[src/rtl/sre_pkg.sv]
// Shared constants, types and the digit lookup of the signed radix digit emitter.
`timescale 1ns / 1ps

package sre_pkg;

   // Defaults for the top-level parameters.
   localparam int MAX_BASE_DEFAULT   = 16;
   localparam int VALUE_BITS_DEFAULT = 32;

   // Fixed field widths.
   localparam int CHAR_BITS      = 8;
   localparam int BASE_BITS      = 5;
   localparam int TABLE_BITS     = 64;
   localparam int ALPHA_DEPTH    = 16;
   localparam int ALPHA_IDX_BITS = 4;
   localparam int CSR_IDX_BITS   = 2;

   // Register indexes of the configuration port.
   localparam logic [CSR_IDX_BITS-1:0] REG_BASE_SIZE = 2'd0;
   localparam logic [CSR_IDX_BITS-1:0] REG_DIGIT_LO  = 2'd1;
   localparam logic [CSR_IDX_BITS-1:0] REG_DIGIT_HI  = 2'd2;

   // Reset contents: radix 16, alphabet "0123456789abcdef".
   localparam logic [BASE_BITS-1:0]  BASE_SIZE_RESET = 5'd16;
   localparam logic [TABLE_BITS-1:0] DIGIT_LO_RESET  = 64'h3736_3534_3332_3130;
   localparam logic [TABLE_BITS-1:0] DIGIT_HI_RESET  = 64'h6665_6463_6261_3938;

   // Smallest usable radix.
   localparam logic [BASE_BITS-1:0] MIN_BASE = 5'd2;

   // Characters with a meaning of their own.
   localparam logic [CHAR_BITS-1:0] CH_PLUS  = 8'h2B;
   localparam logic [CHAR_BITS-1:0] CH_MINUS = 8'h2D;
   localparam logic [CHAR_BITS-1:0] CH_NUL   = 8'h00;

   // Sequencer states.
   typedef enum logic [2:0] {
      ST_IDLE,
      ST_CHECK,
      ST_DIV_LOAD,
      ST_DIV_WAIT,
      ST_SIGN,
      ST_DIGITS
   } sre_state_type;

   // Commands to the digit stack.
   typedef struct packed {
      logic clear;
      logic push;
      logic pop;
   } stack_ctrl_type;

   // Character of digit k: bytes 0 to 7 of the low table, then the high table.
   function automatic logic [CHAR_BITS-1:0] digit_char(
      input logic [TABLE_BITS-1:0]     lo,
      input logic [TABLE_BITS-1:0]     hi,
      input logic [ALPHA_IDX_BITS-1:0] k
   );
      logic [TABLE_BITS-1:0] word;
      word = k[ALPHA_IDX_BITS-1] ? hi : lo;
      return word[{k[ALPHA_IDX_BITS-2:0], 3'b000} +: CHAR_BITS];
   endfunction

endpackage

[src/rtl/sre_digit_stack.sv]
// Last-in first-out store that turns the low-first digits into high-first order.
`timescale 1ns / 1ps

module sre_digit_stack import sre_pkg::*; #(
   parameter int DEPTH      = VALUE_BITS_DEFAULT,
   parameter int DATA_BITS  = $clog2(MAX_BASE_DEFAULT)
) (
   input  logic                       clock,
   input  logic                       reset,
   input  stack_ctrl_type             ctrl,
   input  logic [DATA_BITS-1:0]       push_data,
   output logic [DATA_BITS-1:0]       top_data,
   output logic [$clog2(DEPTH+1)-1:0] count
);

   localparam int CNT_BITS = $clog2(DEPTH + 1);
   localparam int IDX_BITS = $clog2(DEPTH);

   logic [DATA_BITS-1:0] entry_ff [DEPTH];
   logic [CNT_BITS-1:0]  count_ff, count_in;
   logic [CNT_BITS-1:0]  top_pos;

   // Fill level: a clear wins, then a push, then a pop.
   always_comb begin
      count_in = count_ff;
      if (ctrl.clear) begin
         count_in = '0;
      end else if (ctrl.push) begin
         count_in = count_ff + 1'b1;
      end else if (ctrl.pop) begin
         count_in = count_ff - 1'b1;
      end
   end

   always_ff @(posedge clock) begin
      if (reset) begin
         count_ff <= '0;
      end else begin
         count_ff <= count_in;
      end
   end

   // A push writes at the current fill level.
   always_ff @(posedge clock) begin
      if (ctrl.push) begin
         entry_ff[count_ff[IDX_BITS-1:0]] <= push_data;
      end
   end

   assign top_pos  = count_ff - 1'b1;
   assign top_data = entry_ff[top_pos[IDX_BITS-1:0]];
   assign count    = count_ff;

endmodule

[config.mk]
export PLATFORM = sky130hd
export DESIGN_NAME = sre_digit_stack
export DESIGN_NICKNAME = d
export VERILOG_FILES = /design/src/rtl/sre_pkg.sv /design/src/rtl/sre_digit_stack.sv
export SDC_FILE = /design/constraint.sdc
export NUM_CORES = 1
export LEC_CHECK = 0
export BUFFER_PORTS_ARGS = -buffer_cell sky130_fd_sc_hd__buf_2
export CORE_UTILIZATION = 40
export CTS_BUF_LIST = sky130_fd_sc_hd__clkbuf_4 sky130_fd_sc_hd__clkbuf_8
export CTS_CLUSTER_SIZE = 14
export DETAILED_ROUTE_END_ITERATION = 16
export PLACE_DENSITY = 0.61
export SETUP_SLACK_MARGIN = 0.15
export SLEW_MARGIN = 20
export SYNTH_ARGS = -nofsm -noshare
export SYNTH_HDL_FRONTEND = slang
export SYNTH_SLANG_ARGS = --single-unit
[constraint.sdc]
create_clock -name clock -period 7.51 [get_ports clock]
set_input_delay 1.1265 -clock clock [delete_from_list [all_inputs] [get_ports clock]]
set_output_delay 1.1265 -clock clock [all_outputs]
set_load 0.05 [all_outputs]
# == Yosys cells after proc, flatten, opt, wreduce, memory -nomap -nowiden ==
# Memory sizes are Yosys's and may differ from the RTL's.
# Cells that the tools add are included.
# W data, S select, Z words.
# classes
addsub,2
muxes,4
reduce_logical,2
# ops
operator,n
$mux W6,2
$add A6 B1 Y6 const B,1
$sub A6 B1 Y6 const B,1
$mux W1,2
$reduce_bool A2 Y1,1
$reduce_or A2 Y1,1
# word_totals
ff_bits,6
ramBits,128
inputBits,9
out_inout_bits,10
elab_cells,10
mem_count,1
# mem_list
name,depth,word_bits,rd,rd_ports_with_merged_regs,wr,line_no,rtl
entry_ff,32,4,1,0,1,sre_digit_stack.sv:19,logic [DATA_BITS-1:0] entry_ff [DEPTH];

# == Logic depth before layout (Yosys ltp) ==
# depth
word_depth,3
mapped_depth,10

# == Worst setup path after synthesis ==
# Ideal clock, no wire load.
# synth_timing
path_type,reg2out
from,"register count_ff[0], in the netlist count[0]"
to,output port top_data[1]
arrival_time_ns,3.864
required_ns,6.384
setup_slack_ns,2.519
stages_incl_launch_ff,11
path_cell_list,dfxtp_1 > buf_6 > buf_6 > inv_1 > ha_1 > buf_2 > clkbuf_1 > mux4_2 > mux2_2 > a21oi_1 > nor4_1
# synth_via
elab_chain_len,2
# synth_lines
item,line_no,rtl
"start, declared",sre_digit_stack.sv:20,"logic [CNT_BITS-1:0] count_ff, count_in;"
"start signal, assigned",sre_digit_stack.sv:39,count_ff <= count_in;
$sub A6 B1 Y6,sre_digit_stack.sv:50,assign top_pos = count_ff - 1'b1;
$mem_v2 Z32 W4,-,
"end, declared",sre_digit_stack.sv:12,"output logic [DATA_BITS-1:0] top_data,"
# No other way between the ends.

# == Worst setup path in the final report ==
# layout_timing
from,"register count_ff[0], in the netlist count[0]"
to,output port top_data[0]
# Same word-level chain as after synthesis.

==> flow_summary.json <==
{
  "status": "finished clean",
  "cts_buffer_depth": 2,
  "drc_errors": 0,
  "num_io_pins": 19,
  "wire_per_inst_microns": 21.7,
  "cts.sinks": 134,
  "seq_power_share_pct": 49.9,
  "ys_warn_count": 0,
  "register_area_sq_um": 3970,
  "multi_input_area_sq_um": 1520,
  "fin_tns_setup_ps": 0,
  "cts_buffers": 17,
  "via_per_inst": 5.53,
  "slew_viol_final": 0,
  "gp_congestion": 0.791,
  "netlist_area_sq_um": 5580,
  "antenna_cells": 0,
  "avgSynthCellArea_sq_um": 17.9,
  "cp.arrival_ps": 3830,
  "cts_setup_buffers": 0,
  "initial_utilization_pct": 41.6,
  "hpwl_microns": 7420,
  "hp-start": "count[5]",
  "sw_frac_of_total_pct": 23.0,
  "drtAntennaViolNets": 0,
  "power_frac_clock_pct": 40.4,
  "vias": 2902,
  "cp_data_required_time_ps": 6380,
  "clk_latency_ps": 430,
  "hold_buffers": 0,
  "drt_iter0_markers": 290,
  "postSynth.asyncResetShare_pct": 0,
  "syn_nets": 326,
  "p_per_area_nw_per_um2": 264,
  "clock-skew-final_ps": 12.3,
  "die_h_microns": 120,
  "ys_ff_latch": 134,
  "cell_internal_pwr_mw": 1.28,
  "fin_nets": 351,
  "grt_max_degree": 43,
  "final_cell_mix": "edfxtp_1, nor2_1, mux4_2",
  "clk_pin_slew_ps": 70,
  "reg2reg_from": "count[0]",
  "grt_pass1_wl_microns": 17600,
  "cts_resized": 0,
  "cts_tree": "done",
  "syn_to_final_growth_pct": 12.6,
  "setup.worst_path.start": "count[0]",
  "layout_commonest_cell": "edfxtp_1",
  "drtPass1Iterations": 5,
  "grt.overflow.total": 0,
  "endpoint_kind": "primary output",
  "placementRows": 42,
  "fill_cells": 1127,
  "final_cells": 525,
  "htree_levels": 4,
  "worstHoldPathType": "reg2reg",
  "placedCellCount": 494,
  "period_needed_ps": 4960,
  "layout-drive-gt1-share_pct": 27.2,
  "p_leak_nw": 1.94,
  "relSlewSlack_pct": 52.0,
  "p_sw_mw": 0.381,
  "cts_root_buf": "clkbuf_8",
  "tightest_slew_ps": 720,
  "synth_edf_count": 128,
  "cp-start-kind": "register",
  "ir_drop_mv": 0.118,
  "fin_crit_sh_pct": 66.0,
  "fp.dieW_microns": 120,
  "syn_inst": 312,
  "synthFlopType": "edfxtp_1",
  "setup_viol": 0,
  "dieArea_sq_um": 14400,
  "antenna_found_initial": 0,
  "rsz0062_at_grt": "no",
  "fmax_mhz": 202,
  "pwr-share-comb_pct": 9.6,
  "cp_max_fo": 42,
  "hold_viol": 0,
  "worstSetupPathType": "reg2out",
  "first_global_vias": 2949,
  "power_mw": 1.66,
  "synth-seq-area-share_pct": 71.1,
  "core_sq_um": 13400,
  "grt_use_total_pct": 17.3,
  "cap_viol_max_count": 0,
  "drt_wl_total_microns": 11400,
  "port_buffers": 18,
  "synth_cell_types": 36
}
==> through the flow <==
| step | instance area [sq um] | hold WS (ps) | utilization, % | worst slack (ps) |
|---|---|---|---|---|
| after CTS | 6280 | 551 | 46.9 | 2430 |
| after detailed placement | 5830 | 535 | 43.5 | 2920 |
| final | 6280 | 548 | 46.9 | 2550 |
| after floorplan | 5580 | 765 | - | 2520 |
| after global placement | 5830 | 523 | 43.5 | 3010 |
| after global routing | 6280 | 582 | 46.9 | 2250 |
==> cells by family after synthesis <==
| family | count (synthesis) | share of synthesized area (%) |
|---|---|---|
| muxes | 40 | 14.5 |
| adders and majority gates | 5 | 1.12 |
| AOI/OAI and AO/OA | 27 | 3.39 |
| and+or+nand+nor | 80 | 7.00 |
| xor gates and xnor gates | 7 | 1.10 |
| DFF | 134 | 71.1 |
| buffers and inverters | 19 | 1.77 |
==> final cells by class <==
class	instances	area share, %
inverter	4	0.239
clock inverter	13	3.25
tap	176	3.51
timing repair buffer	21	1.79
multi-input combinational	159	24.2
clock buffer	18	3.85
sequential	134	63.1
==> sequential cells by signal, summed over array words and instances, names as in the netlist <==
name	flops
count	6
entry_ff	128
==> critical path: stages, from the launching register on <==
cell	delay, ps
dfxtp_2	310
buf_4	560
inv_1	230
ha_1	740
buf_4	400
mux4_2	340
nor2b_1	140
a221oi_1	320
nor4_1	110
buf_2	230
==> cell usage after synthesis (3+ instances only) <==
master	instances	share of area (%)
a211oi_1	4	0.54
a21oi_1	8	0.72
a221oi_1	5	0.79
buf_2	7	0.63
clkbuf_1	4	0.27
dfxtp_1	6	2.2
edfxtp_1	128	69
ha_1	5	1.1
inv_1	4	0.27
mux2_2	8	1.6
mux4_2	32	13
nand2_1	9	0.61
nand2b_1	3	0.34
nor2_1	35	2.4
nor2b_1	11	1.2
nor3_1	7	0.63
nor4_1	4	0.45
o21ai_0	3	0.27
xnor2_1	5	0.79
==> final timing paths <==
kind         slack [ps]  cells after the start          end
max reg2reg        5150                      6     count[1]
min                 550                      2     count[5]
min reg2reg         550                      2     count[5]
max                2550                      9  top_data[0]
==> power by group through the flow <==
stage / registers (mW) / logic (mW) / clock network, mW
3_3_place_gp: 0.845 / 0.159 / 0
2_1_floorplan: 0.847 / 0.111 / 0
5_1_grt: 0.829 / 0.171 / 0.709
4_1_cts: 0.828 / 0.162 / 0.681
6_report: 0.828 / 0.160 / 0.670
3_5_place_dp: 0.845 / 0.161 / 0
==> routing by layer <==
layer | global-route usage, % | up-vias | part of all wire [%]
met5 | 0 | - | 0
met4 | 7.42 | 0 | 1.6
met3 | 4.52 | 14 | 5.3
met2 | 26.9 | 88 | 49
met1 | 23.1 | 1502 | 44
li1 | - | 1298 | -
Power figures use the tool's default switching activity.
