<file path="config.mk">
export PLATFORM = sky130hd
export DESIGN_NAME = sre_alpha_scan
export DESIGN_NICKNAME = d
export VERILOG_FILES = /design/src/rtl/sre_pkg.sv /design/src/rtl/sre_alpha_scan.sv
export SDC_FILE = /design/constraint.sdc
export NUM_CORES = 1
export LEC_CHECK = 0
export ABC_AREA = 1
export ABC_CLOCK_PERIOD_IN_PS = 3400
export CORE_AREA = 2 2 111 70
export DETAILED_ROUTE_END_ITERATION = 10
export DIE_AREA = 0 0 113 72
export DONT_BUFFER_PORTS = 1
export PLACE_DENSITY_LB_ADDON = 0.05
export SLEW_MARGIN = 20
export SYNTH_ARGS = -nofsm -noshare
export SYNTH_HDL_FRONTEND = slang
export SYNTH_SLANG_ARGS = --single-unit
</file>
<file path="constraint.sdc">
create_clock -name vclk -period 3.4
set_input_delay 0.17 -clock vclk [all_inputs]
set_output_delay 0.17 -clock vclk [all_outputs]
set_load 0.02 [all_outputs]
</file>
<file path="src/rtl/sre_pkg.sv">
// Shared constants, types and the digit lookup of the signed radix digit emitter.
`timescale 1ns / 1ps

package sre_pkg;

   // Defaults for the top-level parameters.
   localparam int MAX_BASE_DEFAULT   = 16;
   localparam int VALUE_BITS_DEFAULT = 32;

   // Fixed field widths.
   localparam int CHAR_BITS      = 8;
   localparam int BASE_BITS      = 5;
   localparam int TABLE_BITS     = 64;
   localparam int ALPHA_DEPTH    = 16;
   localparam int ALPHA_IDX_BITS = 4;
   localparam int CSR_IDX_BITS   = 2;

   // Register indexes of the configuration port.
   localparam logic [CSR_IDX_BITS-1:0] REG_BASE_SIZE = 2'd0;
   localparam logic [CSR_IDX_BITS-1:0] REG_DIGIT_LO  = 2'd1;
   localparam logic [CSR_IDX_BITS-1:0] REG_DIGIT_HI  = 2'd2;

   // Reset contents: radix 16, alphabet "0123456789abcdef".
   localparam logic [BASE_BITS-1:0]  BASE_SIZE_RESET = 5'd16;
   localparam logic [TABLE_BITS-1:0] DIGIT_LO_RESET  = 64'h3736_3534_3332_3130;
   localparam logic [TABLE_BITS-1:0] DIGIT_HI_RESET  = 64'h6665_6463_6261_3938;

   // Smallest usable radix.
   localparam logic [BASE_BITS-1:0] MIN_BASE = 5'd2;

   // Characters with a meaning of their own.
   localparam logic [CHAR_BITS-1:0] CH_PLUS  = 8'h2B;
   localparam logic [CHAR_BITS-1:0] CH_MINUS = 8'h2D;
   localparam logic [CHAR_BITS-1:0] CH_NUL   = 8'h00;

   // Sequencer states.
   typedef enum logic [2:0] {
      ST_IDLE,
      ST_CHECK,
      ST_DIV_LOAD,
      ST_DIV_WAIT,
      ST_SIGN,
      ST_DIGITS
   } sre_state_type;

   // Commands to the digit stack.
   typedef struct packed {
      logic clear;
      logic push;
      logic pop;
   } stack_ctrl_type;

   // Character of digit k: bytes 0 to 7 of the low table, then the high table.
   function automatic logic [CHAR_BITS-1:0] digit_char(
      input logic [TABLE_BITS-1:0]     lo,
      input logic [TABLE_BITS-1:0]     hi,
      input logic [ALPHA_IDX_BITS-1:0] k
   );
      logic [TABLE_BITS-1:0] word;
      word = k[ALPHA_IDX_BITS-1] ? hi : lo;
      return word[{k[ALPHA_IDX_BITS-2:0], 3'b000} +: CHAR_BITS];
   endfunction

endpackage

</file>
<file path="src/rtl/sre_alpha_scan.sv">
// Checks one alphabet entry against the forbidden characters and all entries below it.
`timescale 1ns / 1ps

module sre_alpha_scan import sre_pkg::*; (
   input  logic [TABLE_BITS-1:0]     digit_lo,
   input  logic [TABLE_BITS-1:0]     digit_hi,
   input  logic [ALPHA_IDX_BITS-1:0] idx,
   output logic                      bad
);

   logic [CHAR_BITS-1:0] this_char;

   // Entry idx is bad if it is a sign, a zero byte, or equals an earlier entry.
   always_comb begin
      this_char = digit_char(digit_lo, digit_hi, idx);
      bad = (this_char == CH_NUL) || (this_char == CH_PLUS) || (this_char == CH_MINUS);
      for (int j = 0; j < ALPHA_DEPTH; j++) begin
         if ((ALPHA_IDX_BITS'(j) < idx) &&
             (digit_char(digit_lo, digit_hi, ALPHA_IDX_BITS'(j)) == this_char)) begin
            bad = 1'b1;
         end
      end
   end

endmodule
</file>
======== Word-level counts from Yosys, hierarchy flattened ========
Index checks and enable logic that the tools add are counted.
operators by class
  $lt $le $gt $ge ......................... 16
  equality and inequality tests ........... 18
  shifts and indexed selects .............. 1
  multiplexer cells ....................... 17
  reduce and logical (&&, ||, !) cells .... 19
operators with widths
  operator                                                             number
  8-bit == test                                                        16
  64-bit 2-to-1 mux                                                    1
  64-bit by 7-bit indexed part select with 8-bit output                1
  4-bit < comparator, first input constant                             8
  8-bit by 6-bit == test with 1-bit output, second input constant      2
  1-bit logical AND                                                    16
  3-bit by 4-bit < comparator with 1-bit output, first input constant  4
  1-bit 2-to-1 mux                                                     16
  8-bit zero test                                                      1
  1-bit by 4-bit < comparator with 1-bit output, first input constant  2
  2-bit by 4-bit < comparator with 1-bit output, first input constant  2
  1-bit logical OR                                                     2
word-level totals
  flip-flop bits (word level) ............. 0
  input port bits ......................... 132
  output and inout port bits .............. 1
  word-level logic and storage cells ...... 71

======== Logic depth before layout (Yosys ltp) ========
  word-level depth ........................ 21
  gate-level depth with buffers ........... 22
  gate-level depth less buffers ........... 18

======== Worst setup path before layout ========
Ideal clock, no wire load.
  kind .................................... input -> output
  start point ............................. input port idx[3]
  end point ............................... output port bad
  arrival time ............................ 1.850 ns
  data required time ...................... 3.230 ns
  path slack .............................. 1.380 ns
  stages on the path ...................... 19
  path buffers ............................ 4
  cell sequence ........................... buf_6 inv_2 buf_6 buf_4 nand2_1 nand3_1 nand2_1 nor2_2 nand2_4 nand2_4 buf_6 xor2_1 nor2_1 nand3_1 nand2_1 nor2_1 nand2_1 nor2_1 nand2_1
between the ends
  cells in the longest elaborated chain, start to end .. 21
  elaborated cells between the ends (all ways) .. 71
  those cells by class .................... order compare: 16; eq/ne: 18; shift: 1; mux: 17; reduce/logical: 19
RTL lines
  item                                                                                line                  source
  start, declared                                                                     sre_alpha_scan.sv:7   input logic [ALPHA_IDX_BITS-1:0] idx,
  64-bit 2-to-1 mux                                                                   sre_pkg.sv:60         word = k[ALPHA_IDX_BITS-1] ? hi : lo;
  64-bit by 7-bit indexed part select with 8-bit output                               sre_pkg.sv:61         return word[{k[ALPHA_IDX_BITS-2:0], 3'b000} +: CHAR_BITS];
  8-bit by 6-bit == test with 1-bit output / 8-bit zero test (equally long branches)  sre_alpha_scan.sv:16  bad = (this_char == CH_NUL) || (this_char == CH_PLUS) || (this_char == CH_MINUS);
  1-bit logical OR (2 in series)                                                      sre_alpha_scan.sv:16
  1-bit 2-to-1 mux (15 in series)                                                     sre_alpha_scan.sv:18  if ((ALPHA_IDX_BITS'(j) < idx) &&
  1-bit 2-to-1 mux (*)                                                                sre_alpha_scan.sv:18
  end, declared                                                                       sre_alpha_scan.sv:8   output logic bad
Every way passes the cells marked *; elsewhere a longest branch is shown, timed or not.

======== Worst setup path in the final report ========
  start point ............................. input port idx[1]
  end point ............................... output port bad
between the ends
  cells in the longest elaborated chain, start to end .. 20
  elaborated cells between the ends (all ways) .. 70
  those cells by class .................... order compare: 16; eq/ne: 18; shift: 1; mux: 16; reduce/logical: 19
RTL lines
  item                                                                                line
  64-bit by 7-bit indexed part select with 8-bit output                               sre_pkg.sv:61
  8-bit by 6-bit == test with 1-bit output / 8-bit zero test (equally long branches)  sre_alpha_scan.sv:16
  1-bit logical OR (2 in series)                                                      sre_alpha_scan.sv:16
  1-bit 2-to-1 mux (15 in series)                                                     sre_alpha_scan.sv:18
  1-bit 2-to-1 mux (*)                                                                sre_alpha_scan.sv:18
Marks and branches as above.

==> flow_summary_export.csv <==
group,metric,value,unit
synth,synth.avg_cell_area,4.72,µm²
timing,max_slew_margin,0.567,
global_route,grt_first_pass_wirelength,23900,µm
synth,yosysWarningCount,0,
synth,ys_seq_area_frac,0,
detailed_routing,num_vias,5351,
timing,min_period_over_period,0.811,
layout,clock_buffers,0,
layout,num_antenna_cells,0,
timing,post-route-min-period,2.76,ns
hold_path,hp-class,"in -> out",
detailed_routing,drc_errors,7,
placed_design,place.gp.congestion,0.995,
critical_path,crit_path_end_kind,"primary output",
detailed_routing,routed_wirelength,15600,µm
cts,postCtsResizedCells,0,
die,placementRows,24,
cts,postCtsHoldBufs,0,
critical_path,start_kind,"input port",
timing,rsz0062_at_grt,"false",
critical_path,cp_data_arrival_time,2.59,ns
timing,holdWs,0.668,ns
global_route,grt_max_degree,82,
hold_path,whs_path_depth,4,
hold_path,whs_endpoint,"bad",
die,core_area,7090,µm²
timing,fmax,0.363,GHz
layout,seq_cell_count,0,
layout,final_nets,970,
global_route,grt.total_usage,0.366,
die,start_util,0.580,
cts,postCtsSetupBuffers,0,
timing,fin_setup_tns,0,ns
timing,setup_viol,0,
synth,syn_nets,1003,
layout,final_common_cell,"nand2_1",
global_route,grt_pass1_vias,4549,
die,fp.dieW,113,µm
layout,layout_common_cells,"nand2_1 (406), nand3_1 (118), inv_1 (93)",
detailed_routing,drt_iter0_drc,800,
timing,hold_viol_final,0,
layout,syn_to_final_growth,-4.17,%
placed_design,dpl.hpwl,12100,µm
run_status,violations,"design-rule violations",
die,dieArea,8140,µm²
layout,drive_gt1_frac,0.0706,
timing,maxSlewViolCount,0,
synth,synth_cell_types,29,
critical_path,cp_max_fo,17,
critical_path,critPathKind,"in -> out",
synth,synth_area_leader_cell,"nand2_1",
power_and_ir_drop,p_per_area,170,nW/µm²
power_and_ir_drop,p_leak,2.38,nW
detailed_routing,ant_nets,0,
critical_path,crit_required,3.23,ns
synth,yosysTopAreaCellShare,0.371,
synth,syn-cell-area,4110,µm²
hold_path,worstHoldStart,"idx[1]",
layout,final-seq-area,0,µm²
run_status,status,"finished, violations left",
detailed_routing,dr.pass1.iters,8,
synth,synthCells,871,
die,die_h,72,µm
detailed_routing,routed_via_density,5.77,
placed_design,io_buffers,0,
timing,tightest_slew,0.649,ns
power_and_ir_drop,vdd_drop_max,86.1,µV
die,ioPinCount,133,
detailed_routing,wl_per_cell,16.8,µm
job,cap_violations,0,
global_route,antenna_found_initial,1,
synth,synth_area_leaders,"nand2_1 (37%), nand3_1 (14%), inv_1 (8.5%), nand3b_1 (7.5%), nor2_1 (7.2%)",
layout,fillCellCount,793,
global_route,grt_remaining_overflow,0,
power_and_ir_drop,finalPower,0.000668,W
worst max-delay path: stages:
cell,delay [ns]
nor2_2,0.40
buf_4,0.31
nand3_1,0.10
nand2_1,0.07
nor2_1,0.05
nand2_2,0.23
nand2_4,0.20
nand2_1,0.12
nand2_1,0.06
inv_1,0.06
nand2_1,0.05
nor2_1,0.25
nand3_1,0.11
nand2_1,0.10
nor2_1,0.05
nand2_1,0.05
nor2_1,0.04
nand2_1,0.17
synth_stat cells:
master,instances
nand2_1,406
a21oi_1,9
nor2_2,4
nor2_4,3
xor2_1,8
xnor2_1,5
nand2_4,12
nand3_1,118
nand3_4,4
a21oi_2,1
nand3b_2,2
nand4_1,2
inv_1,93
a31oi_2,1
buf_2,9
nor2_1,79
inv_2,19
clkinv_1,1
o21ai_1,2
nand3_2,3
o211ai_1,6
nand2_8,1
buf_6,16
o21ai_0,5
nand2_2,6
nor3_1,2
buf_4,9
nand3b_1,41
clkbuf_1,4
report_power, final:
part	switching, W	total [W]	internal (W)
Sequential	0	0	0
Combinational	0.000456	0.000668	0.000212
Clock	0	0	0
metrics by stage:
stage	instance area, µm²	setup WS, ns	instances	utilization
floorplan	4110	1.38	871	-
finish	3940	0.642	927	0.555
global placement	3940	0.690	927	0.555
detailed placement	3940	0.715	927	0.555
global route	3940	0.440	927	0.555
CTS	3940	0.662	927	0.555
how the worst max path moves through the flow:
| stage | start | endpoint | cells after the start |
|---|---|---|---|
| after floorplan | idx[3] | bad | 19 |
| after global placement | idx[1] | bad | 18 |
| after CTS | idx[1] | bad | 18 |
| after detailed placement | idx[1] | bad | 18 |
| after global routing | idx[3] | bad | 17 |
| final | idx[1] | bad | 18 |
per-layer routing:
metal | vias up | routed length [µm] | GRT usage
met2 | 377 | 6120 | 0.521
met4 | 0 | 156 | 0.0407
li1 | 2605 | - | -
met1 | 2353 | 6740 | 0.555
met5 | - | 0 | 0
met3 | 16 | 2570 | 0.105
final cells by class:
cell class / count / area, µm² / area share
Multi-Input combinational cell: 720 / 3380 / 0.858
Inverter: 113 / 424 / 0.108
Tap cell: 91 / 114 / 0.0289
Timing Repair Buffer: 3 / 22.5 / 0.00572
kinds of logic (layout without fill, tap and decap cells):
| logic type | Yosys count | after routing | share of synthesized area |
|---|---|---|---|
| simple gates | 683 | 683 | 0.758 |
| buf+inv | 151 | 116 | 0.178 |
| compound gates | 24 | 24 | 0.0356 |
| xor+xnor | 13 | 13 | 0.0277 |
Note: power is estimated with default switching activity, not from simulation.
