==> src/rtl/sre_pkg.sv <==
// Shared constants, types and the digit lookup of the signed radix digit emitter.
`timescale 1ns / 1ps

package sre_pkg;

   // Defaults for the top-level parameters.
   localparam int MAX_BASE_DEFAULT   = 16;
   localparam int VALUE_BITS_DEFAULT = 32;

   // Fixed field widths.
   localparam int CHAR_BITS      = 8;
   localparam int BASE_BITS      = 5;
   localparam int TABLE_BITS     = 64;
   localparam int ALPHA_DEPTH    = 16;
   localparam int ALPHA_IDX_BITS = 4;
   localparam int CSR_IDX_BITS   = 2;

   // Register indexes of the configuration port.
   localparam logic [CSR_IDX_BITS-1:0] REG_BASE_SIZE = 2'd0;
   localparam logic [CSR_IDX_BITS-1:0] REG_DIGIT_LO  = 2'd1;
   localparam logic [CSR_IDX_BITS-1:0] REG_DIGIT_HI  = 2'd2;

   // Reset contents: radix 16, alphabet "0123456789abcdef".
   localparam logic [BASE_BITS-1:0]  BASE_SIZE_RESET = 5'd16;
   localparam logic [TABLE_BITS-1:0] DIGIT_LO_RESET  = 64'h3736_3534_3332_3130;
   localparam logic [TABLE_BITS-1:0] DIGIT_HI_RESET  = 64'h6665_6463_6261_3938;

   // Smallest usable radix.
   localparam logic [BASE_BITS-1:0] MIN_BASE = 5'd2;

   // Characters with a meaning of their own.
   localparam logic [CHAR_BITS-1:0] CH_PLUS  = 8'h2B;
   localparam logic [CHAR_BITS-1:0] CH_MINUS = 8'h2D;
   localparam logic [CHAR_BITS-1:0] CH_NUL   = 8'h00;

   // Sequencer states.
   typedef enum logic [2:0] {
      ST_IDLE,
      ST_CHECK,
      ST_DIV_LOAD,
      ST_DIV_WAIT,
      ST_SIGN,
      ST_DIGITS
   } sre_state_type;

   // Commands to the digit stack.
   typedef struct packed {
      logic clear;
      logic push;
      logic pop;
   } stack_ctrl_type;

   // Character of digit k: bytes 0 to 7 of the low table, then the high table.
   function automatic logic [CHAR_BITS-1:0] digit_char(
      input logic [TABLE_BITS-1:0]     lo,
      input logic [TABLE_BITS-1:0]     hi,
      input logic [ALPHA_IDX_BITS-1:0] k
   );
      logic [TABLE_BITS-1:0] word;
      word = k[ALPHA_IDX_BITS-1] ? hi : lo;
      return word[{k[ALPHA_IDX_BITS-2:0], 3'b000} +: CHAR_BITS];
   endfunction

endpackage

==> src/rtl/sre_divider.sv <==
// Restoring divider, one quotient bit per cycle, shared by every digit of a number.
`timescale 1ns / 1ps

module sre_divider import sre_pkg::*; #(
   parameter int VALUE_BITS = VALUE_BITS_DEFAULT,
   parameter int MAX_BASE   = MAX_BASE_DEFAULT
) (
   input  logic                                 clock,
   input  logic                                 reset,
   input  logic                                 start,
   input  logic [VALUE_BITS-1:0]                dividend,
   input  logic [BASE_BITS-1:0]                 divisor,
   output logic                                 done,
   output logic [VALUE_BITS-1:0]                quotient,
   output logic [$clog2(MAX_BASE)-1:0]          remainder
);

   localparam int DIGIT_BITS = $clog2(MAX_BASE);
   localparam int REM_BITS   = DIGIT_BITS + 1;
   localparam int CNT_BITS   = $clog2(VALUE_BITS);
   localparam logic [CNT_BITS-1:0] LAST_STEP = CNT_BITS'(VALUE_BITS - 1);

   logic [VALUE_BITS-1:0] quo_ff, quo_in;
   logic [REM_BITS-1:0]   rem_ff, rem_in;
   logic [CNT_BITS-1:0]   cnt_ff, cnt_in;
   logic                  busy_ff, busy_in;
   logic                  done_ff, done_in;

   logic [REM_BITS-1:0]  shifted;
   logic [BASE_BITS-1:0] trial;
   logic                 fits;

   // One restoring step: bring down the next dividend bit and try a subtraction.
   always_comb begin
      shifted = {rem_ff[REM_BITS-2:0], quo_ff[VALUE_BITS-1]};
      fits    = BASE_BITS'(shifted) >= divisor;
      trial   = BASE_BITS'(shifted) - divisor;
   end

   // Next values of the divider registers.
   always_comb begin
      quo_in  = quo_ff;
      rem_in  = rem_ff;
      cnt_in  = cnt_ff;
      busy_in = busy_ff;
      done_in = 1'b0;
      if (start) begin
         quo_in  = dividend;
         rem_in  = '0;
         cnt_in  = '0;
         busy_in = 1'b1;
      end else if (busy_ff) begin
         quo_in = {quo_ff[VALUE_BITS-2:0], fits};
         rem_in = fits ? REM_BITS'(trial) : shifted;
         cnt_in = cnt_ff + 1'b1;
         if (cnt_ff == LAST_STEP) begin
            busy_in = 1'b0;
            done_in = 1'b1;
         end
      end
   end

   // Control registers reset; the working values need none.
   always_ff @(posedge clock) begin
      if (reset) begin
         cnt_ff  <= '0;
         busy_ff <= 1'b0;
         done_ff <= 1'b0;
      end else begin
         cnt_ff  <= cnt_in;
         busy_ff <= busy_in;
         done_ff <= done_in;
      end
   end

   always_ff @(posedge clock) begin
      quo_ff <= quo_in;
      rem_ff <= rem_in;
   end

   assign done      = done_ff;
   assign quotient  = quo_ff;
   assign remainder = rem_ff[DIGIT_BITS-1:0];

endmodule

==> config.mk <==
export PLATFORM = sky130hd
export DESIGN_NAME = sre_divider
export DESIGN_NICKNAME = d
export VERILOG_FILES = /design/src/rtl/sre_pkg.sv /design/src/rtl/sre_divider.sv
export SDC_FILE = /design/constraint.sdc
export NUM_CORES = 1
export LEC_CHECK = 0
export BUFFER_PORTS_ARGS = -buffer_cell sky130_fd_sc_hd__buf_2
export CAP_MARGIN = 15
export CORE_MARGIN = 2
export CORE_UTILIZATION = 50
export CTS_BUF_LIST = sky130_fd_sc_hd__clkbuf_4 sky130_fd_sc_hd__clkbuf_8
export DETAILED_ROUTE_END_ITERATION = 6
export PLACE_DENSITY = 0.81
export SYNTH_ARGS = -nofsm -noshare
export SYNTH_HDL_FRONTEND = slang
export SYNTH_SLANG_ARGS = --single-unit
==> constraint.sdc <==
create_clock -name clock -period 2 [get_ports clock]
set_clock_uncertainty 0.05 [all_clocks]
set_input_delay 0.3 -clock clock [delete_from_list [all_inputs] [get_ports clock]]
set_output_delay 0.3 -clock clock [all_outputs]
set_load 0.02 [all_outputs]
# [After elaboration in Yosys (flattened, before gate mapping)]
# Index checks and enable logic that the tools add are counted.
# Widths: inputs -> output; s select.
[totals] word_cells=20 ff_bits=43 out_inout_bits=37
[op_classes] magnitude_cmp=1 addsub=2 eq_ne=1 mux=7 n_bitwise=1 n_reduce_logical=3
[op_table] cell="$mux 32" count=2
[op_table] cell="$add 5x1->5 const B" count=1
[op_table] cell="$eq 5x5->1 const B" count=1
[op_table] cell="$ge 5x5->1" count=1
[op_table] cell="$mux 1" count=4
[op_table] cell="$mux 4" count=1
[op_table] cell="$sub 4x4->4" count=1
[op_table] cell="$reduce_or 3->1" count=1
[op_table] cell="$reduce_bool 2->1" count=1
[op_table] cell="$reduce_or 2->1" count=1
[op_table] cell="$not 1->1" count=1

# [Logic depth before layout (Yosys ltp)]
[logic_depth] ltp_word=4 depth_mapped=7

# [Least setup slack after synthesis]
# OpenSTA, ideal clock, no wires.
[synth_path] kind="register -> register" startpoint="register quo_ff[31], in the netlist quotient[31]" endpoint="register rem_ff[0]" t_arrival_ps=1823 setup_time_ps=79 stages_incl_launch_ff=8 setup_slack_ps=48 path_cell_list="edfxtp_1 -> inv_1 -> ha_1 -> nor2b_4 -> o21a_2 -> o21ai_4 -> mux2_4 -> a211oi_2"
[synth_via] elab_chain_len=2
[synth_rtl] item="start, declared" line_no="sre_divider.sv:23" rtl="logic [VALUE_BITS-1:0] quo_ff, quo_in;"
[synth_rtl] item="start signal, assigned" line_no="sre_divider.sv:77" rtl="quo_ff <= quo_in;"
[synth_rtl] item="$sub 4x4->4 or $ge 5x5->1 (tied branches)" line_no="sre_divider.sv:37, sre_divider.sv:36"
[synth_rtl] item="$mux 4 *" line_no="sre_divider.sv:54" rtl="rem_in = fits ? REM_BITS'(trial) : shifted;"
[synth_rtl] item="end signal, assigned" line_no="sre_divider.sv:78" rtl="rem_ff <= rem_in;"
[synth_rtl] item="end, declared" line_no="sre_divider.sv:24" rtl="logic [REM_BITS-1:0] rem_ff, rem_in;"
# Every way passes the cells marked *; elsewhere a longest branch is shown, timed or not.
# A chain may end at the register's enable or synchronous reset.

# [Final worst setup path]
# Same ends and word-level chain as after synthesis.

==> results summary <==
In this run the worst hold path is classified as in -> reg. The maximum cell stage delay along the critical path is around 0.35 ns. The signal on the critical path passes through inv_1, ha_1, nor2b_4, o21a_2, o21ai_4, mux2_4, a211oi_2. The number of enable flip-flop cells after synthesis came out at 32. Counting every net in the synthesized netlist gives approximately 190. The area inside the core boundary came out at 0.00374 sq mm. The sum of overflow across all layers after global routing came out at 0. After detailed routing, the number of vias per cell comes to 5.03. The final cell count without fillers came out at 269. Global routing consumed, over all layers together, 18.4% of the routing resources.

The area occupied by registers is 0.00118 sq mm. The source-to-sink clock delay at the later pin of the worst-skew pair came out at ~0.30 ns. The total of cells resized after clock tree synthesis came out at 0. The total number of nets in the final design came out at around 270. After detailed routing, the average wire length per cell comes to around 14 um. The Yosys warning count is 0. The count of state elements after synthesis came out at 43. The detailed-route DRC error count is 0. The final number of setup-violating endpoints came out at 0. The share of the Yosys chip area taken by registers is approximately three fifths. The endpoint kind of the worst setup timing path is a flip-flop. The starting DRC count in detailed routing is 66. The number of logic stages on the critical path including buffering came out at 7. The setup slack after placement came out at 0.0556 ns. The layout cell share with drive strength beyond 1 came out at 57.0%. The worst path meets setup with 0.126 ns of slack.

The sum of negative setup slack is 0 ns. The reg-to-reg setup timing slack came out at between 0.1 and 0.15 ns. The slowest stage of the critical path is the sky130_fd_sc_hd__edfxtp_1 cell.

The final worst-path cycle share came out at 93.7%. Summed over all cells, the static leakage comes to approximately 1.1 nW. Measured along the x axis, the die boundary spans about 67 um. The measured slew at the worst slew-check pin is roughly 0.39 ns. In the layout the commonest cells are 76 x sky130_fd_sc_hd__buf_2, 32 x sky130_fd_sc_hd__mux2_2, 32 x sky130_fd_sc_hd__edfxtp_1. The floorplan die height is around 67 um. The data arrival time at the worst-slack endpoint is 2.05 ns. The worst setup path is launched from a flip-flop. The CTS sink count came out at 43. Max-cap violations in this run came to 0. Grouping stages by cell kind, the critical path spends the most delay in compound AO/OA/AOI/OAI gates.

The post-placement cell count is roughly 260. The combined area of all synthesized cells came out at approximately 0.002 sq mm. The hold violation total from the final report was 0. The number of filler instances in the final layout came out at 298. In the final layout, the multi-input gates occupy 766 sq um. After synthesis, the mean cell area works out to approximately 14 sq um. The number of nets with antenna violations after detailed routing came out at 0. The flow ran to the end, and the final reports show no timing, DRC or antenna violations. The count of final max-slew check failures is 0. Entering global routing, the biggest net connects 25 pins. The worst path required time is between 2 and 2.5 ns. The detailed-route via count is 1353.

The critical register-to-register path endpoint is rem_ff[0]$_SDFFE_PP0P_. Measured in cells, the most critical reg-to-reg path has a length of 7. The critical path starts at quotient[31]$_DFFE_PP_. Setup repair after global routing left no endpoint under its margin. No sink is reached through more buffers than the 2 on the longest clock path. The maximum net fanout on the critical path is 6.

The starting utilization of the core area is between 50% and 60%. The H-tree was split into 2 levels. The first global-routing pass estimated a little under 6 mm of wire.

The worst path buffer plus inverter count came out at 1. The I/O pin count came out at 77. The minimum period implied by the final worst setup slack is around 1.9 ns. The achievable clock frequency came out at roughly 530 MHz. The area added between synthesis and finish came out at 27.5%. The detailed-routing iteration count for the pre-antenna-repair pass is 4.

The count of mapped cells out of synthesis is between 100 and 150. After clock tree synthesis, the clock-pin slew on the worst setup and hold paths is approximately 0.080 ns. The via count of the first global-routing pass came out at between 1k and 1.5k.

The routed wire length came out at between 3 and 4 mm. The tightest slew margin relative to the limit is about three quarters. In this run the core area contains 22 standard-cell rows. The number of antenna violations at the first check in global routing came to 0. In this run the worst setup path terminates at rem_ff[0]$_SDFFE_PP0P_. The proportion of synthesized flip-flops having asynchronous set or reset came out at 0%.

At the end of routability-driven placement, the weighted congestion stood at between 0.7 and 0.8. The dominant synthesized flop cell is sky130_fd_sc_hd__edfxtp_1. The buffers inserted during post-CTS setup optimization came out at 0. The HPWL reported at the end of detailed placement is about 2.7 mm. For this design the ratio of total power to cell area is approximately 800 mW/mm^2. The count of input and output buffers is 76. The die covers 0.00452 sq mm. The worst register-to-register path begins at quotient[31]$_DFFE_PP_. The setup path with the least slack is of type reg -> reg. TritonCTS built the clock tree. The maximum resistive drop on vdd is roughly 0.66 mV. The repair_antennas step left the layout with diodes totalling 0. The most common cell after layout, fill and taps aside is sky130_fd_sc_hd__buf_2. The clock tree root driver cell is sky130_fd_sc_hd__clkbuf_8.

The number of CTS-inserted buffers came out at 5. The count of cell types in the netlist is 29.
==> timing repair <==
item	4_1_cts	5_1_grt
endpoints found under the setup margin	0	1
endpoints found under the hold margin	0	0
hold buffers	0	0
==> logic make-up after synthesis <==
logic type,synth area share [%]
fa+ha+maj,5.38
simple gates,6.32
compound gates,3.63
xor+xnor,2.19
buf+inv,2.69
mux,20.8
flops,59.0
==> cells in the mapped netlist, drive strengths merged, types with 2 or more instances <==
| cell | number | area, sq um |
|---|---|---|
| or2 | 2 | 12.5 |
| mux2i | 4 | 40.0 |
| xor2 | 3 | 26.3 |
| edfxtp | 32 | 961 |
| ha | 7 | 87.6 |
| a211oi | 3 | 27.5 |
| mux2 | 33 | 375 |
| buf | 5 | 20.0 |
| dfxtp | 11 | 220 |
| inv | 7 | 26.3 |
| a21oi | 3 | 15.0 |
| xnor2 | 2 | 17.5 |
| o21ai | 2 | 21.3 |
| nand2 | 5 | 18.8 |
| nor2 | 10 | 37.5 |
| clkbuf | 2 | 7.51 |
==> registers in the layout, summed over array words and instances (netlist names) <==
signal / flops
quotient: 32
cnt_ff: 5
rem_ff: 4
busy_ff: 1
done: 1
==> final cells by class <==
| class | count | share of cell area [%] |
|---|---|---|
| Clock buffer | 7 | 3.53 |
| Clock inverter | 1 | 0.147 |
| Inverter | 7 | 1.03 |
| Multi-Input combinational cell | 83 | 30.0 |
| Sequential cell | 43 | 46.3 |
| Tap cell | 48 | 2.36 |
| Timing Repair Buffer | 80 | 16.6 |
==> routing by layer <==
metal	up-vias	global-route usage (%)	part of all wire (%)
met5	-	0	0
met4	0	7.65	1.7
met3	6	7.00	7.6
met2	50	26.6	43
met1	632	24.8	47
li1	665	-	-
==> power breakdown <==
| group | leakage, nW | switching, mW | internal, mW |
|---|---|---|---|
| Combinational | 0.659 | 0.238 | 0.195 |
| Clock | 0.0493 | 0.277 | 0.290 |
| Sequential | 0.412 | 0.0439 | 1.06 |
==> metrics by stage <==
stage | hold slack, ns | total power [mW] | utilization, % | cell area [sq um]
6_report | 0.119 | 2.10 | 68.1 | 2550
3_3_place_gp | 0.428 | 1.55 | 65.6 | 2460
5_1_grt | 0.122 | 2.20 | 68.1 | 2550
2_1_floorplan | 0.322 | 1.40 | - | 2000
3_5_place_dp | 0.423 | 1.55 | 65.6 | 2460
4_1_cts | 0.111 | 2.12 | 68.1 | 2550
==> worst min path at each step <==
stage / start / to / cells past startpoint
floorplan: reset / busy_ff$_SDFF_PP0_ / 1
global placement: reset / busy_ff$_SDFF_PP0_ / 2
detailed placement: reset / busy_ff$_SDFF_PP0_ / 2
CTS: reset / busy_ff$_SDFF_PP0_ / 2
global route: reset / busy_ff$_SDFF_PP0_ / 2
finish: reset / busy_ff$_SDFF_PP0_ / 2
Power figures use the tool's default switching activity.
